## config.mk

```make
export PLATFORM = sky130hd
export DESIGN_NAME = proper_divisor_sum_count
export DESIGN_NICKNAME = d
export VERILOG_FILES = /design/src/rtl/pdsc_pkg.sv /design/src/rtl/proper_divisor_sum_count.sv
export SDC_FILE = /design/constraint.sdc
export NUM_CORES = 1
export LEC_CHECK = 0
export ABC_AREA = 1
export CAP_MARGIN = 0
export CORE_UTILIZATION = 55
export DETAILED_ROUTE_END_ITERATION = 6
export DONT_BUFFER_PORTS = 1
export HOLD_SLACK_MARGIN = 0.03
export PLACE_DENSITY_LB_ADDON = 0.2
export SLEW_MARGIN = 20
export SYNTH_ARGS = -nofsm -noshare
export SYNTH_HDL_FRONTEND = slang
export SYNTH_SLANG_ARGS = --single-unit
```

## constraint.sdc

```tcl
create_clock -name clk_i -period 4 [get_ports clk_i]
set_input_delay 0 -clock clk_i [delete_from_list [all_inputs] [get_ports clk_i]]
set_output_delay 0 -clock clk_i [all_outputs]
set_load 0.03 [all_outputs]
```

## src/rtl/pdsc_pkg.sv

```systemverilog
// ----------------------------------------------------------------------------
// pdsc_pkg
// widths and limits shared by the divisor sum block and its checker
// ----------------------------------------------------------------------------
package pdsc_pkg;

  localparam int unsigned NUMBER_WIDTH_DEF = 31;
  localparam int unsigned COUNT_WIDTH      = 11;
  localparam int unsigned SUM_WIDTH        = 34;

  localparam logic [COUNT_WIDTH-1:0] COUNT_MAX = '1;
  localparam logic [SUM_WIDTH-1:0]   SUM_MAX   = '1;

endpackage

```

## src/rtl/proper_divisor_sum_count.sv

```systemverilog
// ----------------------------------------------------------------------------
// proper_divisor_sum_count
// count, sum and perfect flag of the proper divisors of one number
// ----------------------------------------------------------------------------
// Trial division: every candidate i from 1 upward is run through one shared
// restoring divider that retires one quotient bit per cycle, followed by a
// check step. The search stops at the first i whose quotient falls below i,
// so a request n tries the candidates 1 to floor(sqrt(n)) + 1 in order.
// in_ready_o is high only while no search runs; a finished result sits in the
// output register, so a new request is taken while the last result waits.
// Count and sum saturate at the output field maximum on wide settings.
// ----------------------------------------------------------------------------
module proper_divisor_sum_count #(
  parameter int unsigned NUMBER_WIDTH = pdsc_pkg::NUMBER_WIDTH_DEF
) (
  input  logic                             clk_i,
  input  logic                             rst_ni,
  input  logic                             in_valid_i,
  output logic                             in_ready_o,
  input  logic [NUMBER_WIDTH-1:0]          number_i,
  output logic                             out_valid_o,
  input  logic                             out_ready_i,
  output logic [pdsc_pkg::COUNT_WIDTH-1:0] divisor_count_o,
  output logic [pdsc_pkg::SUM_WIDTH-1:0]   divisor_sum_o,
  output logic                             is_perfect_o
);
  import pdsc_pkg::*;

  // trial divisor never exceeds 2^ceil(NUMBER_WIDTH/2)
  localparam int unsigned IW  = (NUMBER_WIDTH + 1) / 2 + 1;
  localparam int unsigned CW  = IW + 1;
  localparam int unsigned SW  = NUMBER_WIDTH + 3;
  localparam int unsigned BW  = $clog2(NUMBER_WIDTH);
  localparam int unsigned CMW = (CW > COUNT_WIDTH) ? CW : COUNT_WIDTH;
  localparam int unsigned SMW = (SW > SUM_WIDTH) ? SW : SUM_WIDTH;

  localparam logic [1:0] S_IDLE   = 2'd0;
  localparam logic [1:0] S_DIV    = 2'd1;
  localparam logic [1:0] S_CHECK  = 2'd2;
  localparam logic [1:0] S_FINISH = 2'd3;

  logic [1:0]              state_q, state_d;
  logic                    out_valid_q, out_valid_d;
  logic [NUMBER_WIDTH-1:0] n_q, n_d;
  logic [IW-1:0]           i_q, i_d;
  logic [IW-1:0]           rem_q, rem_d;
  logic [NUMBER_WIDTH-1:0] dq_q, dq_d;
  logic [BW-1:0]           bit_q, bit_d;
  logic [CW-1:0]           cnt_q, cnt_d;
  logic [SW-1:0]           sum_q, sum_d;
  logic [COUNT_WIDTH-1:0]  count_out_q, count_out_d;
  logic [SUM_WIDTH-1:0]    sum_out_q, sum_out_d;
  logic                    perfect_q, perfect_d;

  logic [IW:0]             rem_sh, rem_sub;
  logic                    rem_ge;
  logic [NUMBER_WIDTH-1:0] i_ext;
  logic                    stop, is_one, co_ne, add_i, add_co;
  logic [CMW-1:0]          cnt_ext;
  logic [SMW-1:0]          sum_ext;

  // one restoring divide step
  assign rem_sh  = {rem_q, dq_q[NUMBER_WIDTH-1]};
  assign rem_ge  = rem_sh >= {1'b0, i_q};
  assign rem_sub = rem_sh - {1'b0, i_q};

  // dq_q holds the quotient once the divide finishes
  assign i_ext  = NUMBER_WIDTH'(i_q);
  assign stop   = dq_q < i_ext;
  assign is_one = i_q == IW'(1);
  assign co_ne  = dq_q != i_ext;
  // at i == 1 the cofactor is the number itself and is left out
  assign add_i  = is_one ? co_ne : 1'b1;
  assign add_co = !is_one && co_ne;

  assign cnt_ext = CMW'(cnt_q);
  assign sum_ext = SMW'(sum_q);

  always_comb begin
    state_d     = state_q;
    out_valid_d = out_valid_q;
    n_d         = n_q;
    i_d         = i_q;
    rem_d       = rem_q;
    dq_d        = dq_q;
    bit_d       = bit_q;
    cnt_d       = cnt_q;
    sum_d       = sum_q;
    count_out_d = count_out_q;
    sum_out_d   = sum_out_q;
    perfect_d   = perfect_q;

    if (out_valid_q && out_ready_i) begin
      out_valid_d = 1'b0;
    end

    case (state_q)
      S_IDLE: begin
        if (in_valid_i) begin
          n_d     = number_i;
          i_d     = IW'(1);
          dq_d    = number_i;
          rem_d   = '0;
          bit_d   = BW'(NUMBER_WIDTH - 1);
          cnt_d   = '0;
          sum_d   = '0;
          state_d = S_DIV;
        end
      end
      S_DIV: begin
        rem_d = rem_ge ? rem_sub[IW-1:0] : rem_sh[IW-1:0];
        dq_d  = {dq_q[NUMBER_WIDTH-2:0], rem_ge};
        if (bit_q == '0) begin
          state_d = S_CHECK;
        end else begin
          bit_d = bit_q - BW'(1);
        end
      end
      S_CHECK: begin
        if (stop) begin
          state_d = S_FINISH;
        end else begin
          if (rem_q == '0) begin
            cnt_d = cnt_q + CW'(add_i) + CW'(add_co);
            sum_d = sum_q + (add_i ? SW'(i_q) : '0) + (add_co ? SW'(dq_q) : '0);
          end
          i_d     = i_q + IW'(1);
          dq_d    = n_q;
          rem_d   = '0;
          bit_d   = BW'(NUMBER_WIDTH - 1);
          state_d = S_DIV;
        end
      end
      S_FINISH: begin
        if (!out_valid_q || out_ready_i) begin
          count_out_d = (cnt_ext > CMW'(COUNT_MAX)) ? COUNT_MAX : cnt_ext[COUNT_WIDTH-1:0];
          sum_out_d   = (sum_ext > SMW'(SUM_MAX)) ? SUM_MAX : sum_ext[SUM_WIDTH-1:0];
          perfect_d   = (sum_q == SW'(n_q)) && (n_q != '0);
          out_valid_d = 1'b1;
          state_d     = S_IDLE;
        end
      end
      default: begin
        state_d = S_IDLE;
      end
    endcase
  end

  always_ff @(posedge clk_i or negedge rst_ni) begin
    if (!rst_ni) begin
      state_q     <= S_IDLE;
      out_valid_q <= 1'b0;
    end else begin
      state_q     <= state_d;
      out_valid_q <= out_valid_d;
    end
  end

  always_ff @(posedge clk_i) begin
    n_q         <= n_d;
    i_q         <= i_d;
    rem_q       <= rem_d;
    dq_q        <= dq_d;
    bit_q       <= bit_d;
    cnt_q       <= cnt_d;
    sum_q       <= sum_d;
    count_out_q <= count_out_d;
    sum_out_q   <= sum_out_d;
    perfect_q   <= perfect_d;
  end

  assign in_ready_o      = state_q == S_IDLE;
  assign out_valid_o     = out_valid_q;
  assign divisor_count_o = count_out_q;
  assign divisor_sum_o   = sum_out_q;
  assign is_perfect_o    = perfect_q;

endmodule

```

==> results of run 1 <==
[area by class of cell]
class	instances	area, um2	area share (%)
multi-input cells	1240	6850	42.5
flip-flops and latches	202	6050	37.5
inverters	290	1090	6.75
repair buffers	96	838	5.20
clock buffers	30	644	4.00
well taps	330	413	2.56
clock inverters	14	230	1.43
[sequential cells by signal, summed over array words and instances (netlist names)]
name / count
divisor_count_o: 11
state_q: 2
sum_ext: 34
bit_q: 5
rem_q: 17
is_perfect_o: 1
n_q: 31
cnt_ext: 18
dq_q: 31
i_q: 17
out_valid_o: 1
divisor_sum_o: 34
[worst register-to-register path, stage by stage (launching register included)]
cell and delay (ps):
edfxtp_1 430, ha_1 330, nand2_1 110, nor3_2 140
nand3_1 90, nor2_1 120, nand2_1 130, nand2_4 170
buf_12 160, nor2_1 60, fa_1 480, ha_4 290
nand2_1 160, inv_1 80, a21oi_1 230, nand3_1 230
nand2_1 170, nand3_1 80, nand2_1 70, nor2_1 40
[worst paths after layout]
check | endpoint | slack, ps | depth (start not counted)
hold reg to reg | divisor_sum_o[33] | 530 | 0
hold / removal | n_q[30] | 120 | 1
setup reg to reg | sum_ext[29] | 190 | 19
setup / recovery | sum_ext[29] | 190 | 19
max in group asynchronous | out_valid_o | 3490 | 2
min in group asynchronous | state_q[1] | 340 | 2
[what timing repair did]
action,in CTS,in global routing
endpoints found under the hold margin,99,0
pin swaps,0,6
gates cloned,0,1
setup buffers,1,3
setup endpoints to repair,3,20
gates resized for setup,1,37
hold buffers,35,0
[per-stage QoR]
step                setup TNS [ps]  std cells  setup WS, ps  util [%]
detailed placement           -12.4       2118         -6.80      58.2
floorplan                        0       1811           326         -
CTS                              0       2198          8.13      63.1
finish                           0       2202           192      64.0
global placement                 0       2118          44.5      58.2
global route                 -55.8       2202         -18.7      64.0
[kinds of logic after synthesis]
kind of cell             synth area share [%]
AND/OR/NAND/NOR                          27.0
buffers and inverters                    10.1
flip-flops                               42.9
AO/OA/AOI/OAI                            7.32
adder cells (fa/ha/maj)                  10.6
XOR/XNOR                                 2.05
[cell usage after synthesis, drive strengths merged]
master  number  share of area, %
a21boi       2              0.11
a21o         1             0.053
a21oi      143               5.1
a22o         2              0.12
a22oi        1             0.053
a31oi        2             0.089
and2         8              0.35
buf         16              0.74
clkbuf      63               1.7
dfrtp        3              0.53
edfxtp     199                42
fa          20               2.8
ha          88               7.8
inv        290               7.7
nand2      493                13
nand3       82               3.1
nand3b       8              0.43
nand4       27               1.2
nor2       223               6.2
nor3        37               1.4
nor4        20              0.93
o21a         4              0.21
o21ai       35               1.3
o21bai       3              0.16
o22ai        3              0.13
or2          5              0.22
xnor2       22               1.4
xor2        11              0.68
[metal layers]
layer  global-route usage (%)  part of all wire (%)  up-vias
met5                        0                     0        -
met4                     13.8                   4.8        0
met3                     4.93                   7.9      110
met2                     50.5                    46      525
met1                     42.2                    42     5607
li1                         -                     -     5924
==> impl_metrics.py, run 1 <==
metrics = {
    "hold_path": {
        "hp-class": "primary input to flip-flop",
        "hp-start": "number_i[30]",
    },
    "timing": {
        "hold_slack_ps": 116,
        "skew_ps": 16.8,
        "rsz0062_at_grt": "true",
        "drv_slew": 0,
        "relSlewSlack_pct": 29.4,
        "period_share_pct": 95.2,
        "worst_slew_pin_slew_ps": 1060,
        "finalHoldViolations": 0,
        "period_needed_ps": 3810,
        "max_freq_mhz": 263,
        "finalSetupViolCount": 0,
    },
    "place": {
        "globalplace.congestion": 1.00,
        "dp_hpwl_mm": 30.8,
        "dpl_cell_area_um2": 14600,
        "portBuffers": 0,
    },
    "global_route": {
        "antenna_found_initial": 0,
        "grt_pass1_wl_mm": 63.5,
        "grt_pass1_vias": 11500,
        "grt_usage_pct": 31.5,
        "grt.overflow.total": 0,
        "grt_max_degree": 53,
    },
    "clock_network": {
        "cts-root-buf": "clkbuf_16",
        "numCtsBuffers": 24,
        "clkSinkCount": 202,
        "worstSkewPairLatency_ps": 540,
        "clk_pin_slew_worst_paths_ps": 60,
        "htreeDepth": 1,
        "clk_path_buf_depth": 3,
        "cts_tree": "yes",
    },
    "finish": {
        "fill_cells": 2152,
        "diodes": 0,
        "stdcell_area_um2": 16100,
        "layout.nets": 1997,
        "layout_common_cells": "nand2_1 (480), inv_1 (280), nor2_1 (205), edfxtp_1 (199), a21oi_1 (139)",
        "drive_gt1_share_pct": 9.29,
        "mostFrequentLayoutCell": "nand2_1",
        "area_growth_pct": 14.2,
    },
    "worst_setup_path": {
        "cp.required_ps": 4300,
        "worstSetupStartpointType": "flip-flop",
        "startpoint": "dq_q[2]",
        "arrival_ps": 4100,
        "slowest_delay_ps": 480,
        "timing.rr.start": "dq_q[2]",
        "critPathMaxFanout": 13,
        "cp_top_family": "simple AND/OR/NAND/NOR gates",
        "cp_slowest_cell": "fa_1",
        "path_class": "flip-flop to flip-flop",
        "worst_setup_path_end_kind": "flip-flop",
        "worstPathCellList": "ha_1 -> nand2_1 -> nor3_2 -> nand3_1 -> nor2_1 -> nand2_1 -> nand2_4 -> buf_12 -> nor2_1 -> fa_1 -> ha_4 -> nand2_1 -> inv_1 -> a21oi_1 -> nand3_1 -> nand2_1 -> nand3_1 -> nand2_1 -> nor2_1",
        "critPathBufInv": 2,
        "crit_top_cell": "nand2_1",
    },
    "logic_synthesis": {
        "synth_cells": 1811,
        "syn-num-nets": 1954,
        "syn_area_per_cell_um2": 7.80,
        "synth_seq_cells": 202,
        "synth_cell_types": 43,
        "ys_seq_area_share_pct": 42.9,
        "ys_warn_count": 0,
        "syn_area_um2": 14100,
    },
    "drt": {
        "firstDrtPassIters": 5,
        "vias": 12200,
        "via_per_inst": 5.52,
        "drt_iter0_drc": 1208,
        "drc": 0,
        "wl_per_cell_um": 18.6,
        "routed_wl_mm": 41.0,
        "detail-route-antenna-nets": 0,
    },
    "floorplan": {
        "core-area_um2": 25200,
        "dieArea_um2": 26300,
        "die_x_um": 162,
        "io_pins": 83,
        "core.rowCount": 58,
        "die_y_um": 162,
        "start_util_pct": 56.1,
    },
    "status": {
        "status": "completed",
    },
    "flow_run": {
        "drv_cap": 0,
    },
}
Power of run 1 is left out: the tool's default activity adds up to more than one toggle a clock period on the data nets, which glitch-free logic cannot reach.
==> run 2, diff against run 1 <==
--- a/config.mk
+++ b/config.mk
@@ -12,6 +12,7 @@
 export DONT_BUFFER_PORTS = 1
 export HOLD_SLACK_MARGIN = 0.03
 export PLACE_DENSITY_LB_ADDON = 0.2
+export REMOVE_ABC_BUFFERS = 1
 export SLEW_MARGIN = 20
 export SYNTH_ARGS = -nofsm -noshare
 export SYNTH_HDL_FRONTEND = slang
==> run 2 against run 1 <==
  * Cell area up 0.41%
  * Global-route usage down 0.70 points
  * Count of clock-buffer cells in the layout down 1
  * Final cell count up 0.32%
  * Flip-flop and latch count unchanged
  * Wire length down 0.84%
  * Register-to-register slack worse by 50 ps
  * Via count up 1.8%
  * First-iteration DRC count up 11%
  * Critical path depth up 2
  * Worst hold slack better by 8.5 ps
  * Largest cell class unchanged
==> impl_metrics.py, run 2 (same netlist as run 1, synthesis figures left out) <==
metrics = {
    "status": {
        "status": "completed",
    },
    "floorplan": {
        "die_y_um": 162,
        "io_pins": 83,
        "start_util_pct": 56.1,
        "core.rowCount": 58,
        "dieArea_um2": 26300,
        "core-area_um2": 25200,
        "die_x_um": 162,
    },
    "worst_setup_path": {
        "cp.required_ps": 4290,
        "path_class": "flip-flop to flip-flop",
        "critPathMaxFanout": 14,
        "worst_setup_path_end_kind": "flip-flop",
        "arrival_ps": 4140,
        "r2r_cells": 21,
        "worstSetupStartpointType": "flip-flop",
    },
    "finish": {
        "fill_cells": 2107,
        "drive_gt1_share_pct": 10.3,
        "layout.nets": 2003,
        "area_growth_pct": 14.6,
        "seq_area_um2": 6050,
        "multi_input_area_um2": 6910,
        "mostFrequentLayoutCell": "nand2_1",
        "layout_common_cells": "nand2_1 (478), inv_1 (278), nor2_1 (205), edfxtp_1 (199), a21oi_1 (139)",
    },
    "drt": {
        "wl_per_cell_um": 18.4,
        "routed_wl_mm": 40.7,
        "vias": 12400,
        "detail-route-antenna-nets": 0,
        "firstDrtPassIters": 6,
        "drt_iter0_drc": 1345,
        "via_per_inst": 5.61,
        "drc": 0,
    },
    "timing": {
        "period_share_pct": 96.3,
        "drv_slew": 0,
        "period_needed_ps": 3850,
        "max_freq_mhz": 259,
        "finalSetupViolCount": 0,
        "skew_ps": 12.5,
        "finalHoldViolations": 0,
        "worst_slew_pin_slew_ps": 1040,
        "relSlewSlack_pct": 30.0,
        "hold_slack_ps": 125,
    },
    "flow_run": {
        "drv_cap": 0,
    },
    "hold_path": {
        "hp-class": "primary input to flip-flop",
        "min_path_cells": 1,
    },
    "clock_network": {
        "clk_pin_slew_worst_paths_ps": 70,
        "numCtsBuffers": 24,
        "htreeDepth": 1,
        "cts-root-buf": "clkbuf_16",
        "worstSkewPairLatency_ps": 530,
        "clk_path_buf_depth": 3,
        "cts_tree": "yes",
        "clkSinkCount": 202,
    },
    "global_route": {
        "grt_pass1_wl_mm": 62.3,
        "grt.overflow.total": 0,
        "grt_usage_pct": 30.8,
        "grt_pass1_vias": 11500,
        "grt_max_degree": 53,
        "antenna_found_initial": 2,
    },
    "place": {
        "globalplace.congestion": 1.02,
        "portBuffers": 0,
        "dp_hpwl_mm": 29.9,
    },
}
run 2: cell count changes in the layout (fill, tap and decap cells not counted), sizes merged:
cell / change
buf: +7
clkinv: +5
bufinv: -3
clkbuf: -2
inv: -2
clkinvlp: +1
diode: +1
run 2: layout make-up:
| type | instances | share of cell area (%) |
|---|---|---|
| multi-input cells | 1240 | 42.7 |
| flip-flops and latches | 202 | 37.4 |
| inverters | 290 | 6.73 |
| repair buffers | 102 | 5.40 |
| clock buffers | 29 | 4.14 |
| well taps | 330 | 2.55 |
| clock inverters | 15 | 1.05 |
| diodes | 1 | 0.0155 |
run 2: repair_timing:
item	CTS	global route
hold buffers	35	0
setup buffers	0	4
endpoints found under the setup margin	5	25
gates resized for setup	3	46
endpoints found under the hold margin	94	0
pin swaps	0	4
run 2: critical path, stage by stage, from the launching register on:
cell and delay [ps]:
edfxtp_1 460, ha_1 320, nand2_2 110, nor3_2 110, nand3_1 110, nor2_1 150, nand2_2 110, nand2_2 160
buf_8 160, buf_12 140, nor2_1 60, ha_1 280, ha_2 380, nand2_1 140, nor2_4 170, inv_1 70
nor2_1 120, nand4_1 120, nand3b_1 230, nand2_1 80, inv_1 60, nor2_1 40
run 2: per-stage QoR:
step / TNS, ps / utilization [%] / setup slack [ps] / instances / instance area [um2]
after floorplan: -43890 / - / -844 / 1732 / 13800
after global placement: -8.86 / 58.4 / -8.86 / 2125 / 14700
after CTS: 0 / 63.1 / 17.3 / 2204 / 15900
final: 0 / 64.3 / 146 / 2209 / 16200
after detailed placement: -38.5 / 58.4 / -21.5 / 2125 / 14700
after global routing: -10.2 / 64.3 / -9.01 / 2209 / 16200
run 2: path summary, 6_finish.rpt:
kind                              startpoint                 to  slack (ps)
worst max-delay path                 dq_q[1]        sum_ext[19]         150
worst min-delay path            number_i[28]            n_q[28]         120
worst max register to register       dq_q[1]        sum_ext[19]         150
worst min register to register   sum_ext[30]  divisor_sum_o[30]         520
max in group asynchronous             rst_ni        out_valid_o        3590
min in group asynchronous             rst_ni         state_q[0]         250
run 2: metal layers:
| metal | GRT usage [%] | share of wire, % |
|---|---|---|
| met5 | 0 | 0.025 |
| met4 | 11.5 | 3.9 |
| met3 | 7.35 | 10 |
| met2 | 47.8 | 44 |
| met1 | 41.8 | 42 |
Power of run 2 is left out for the same reason.
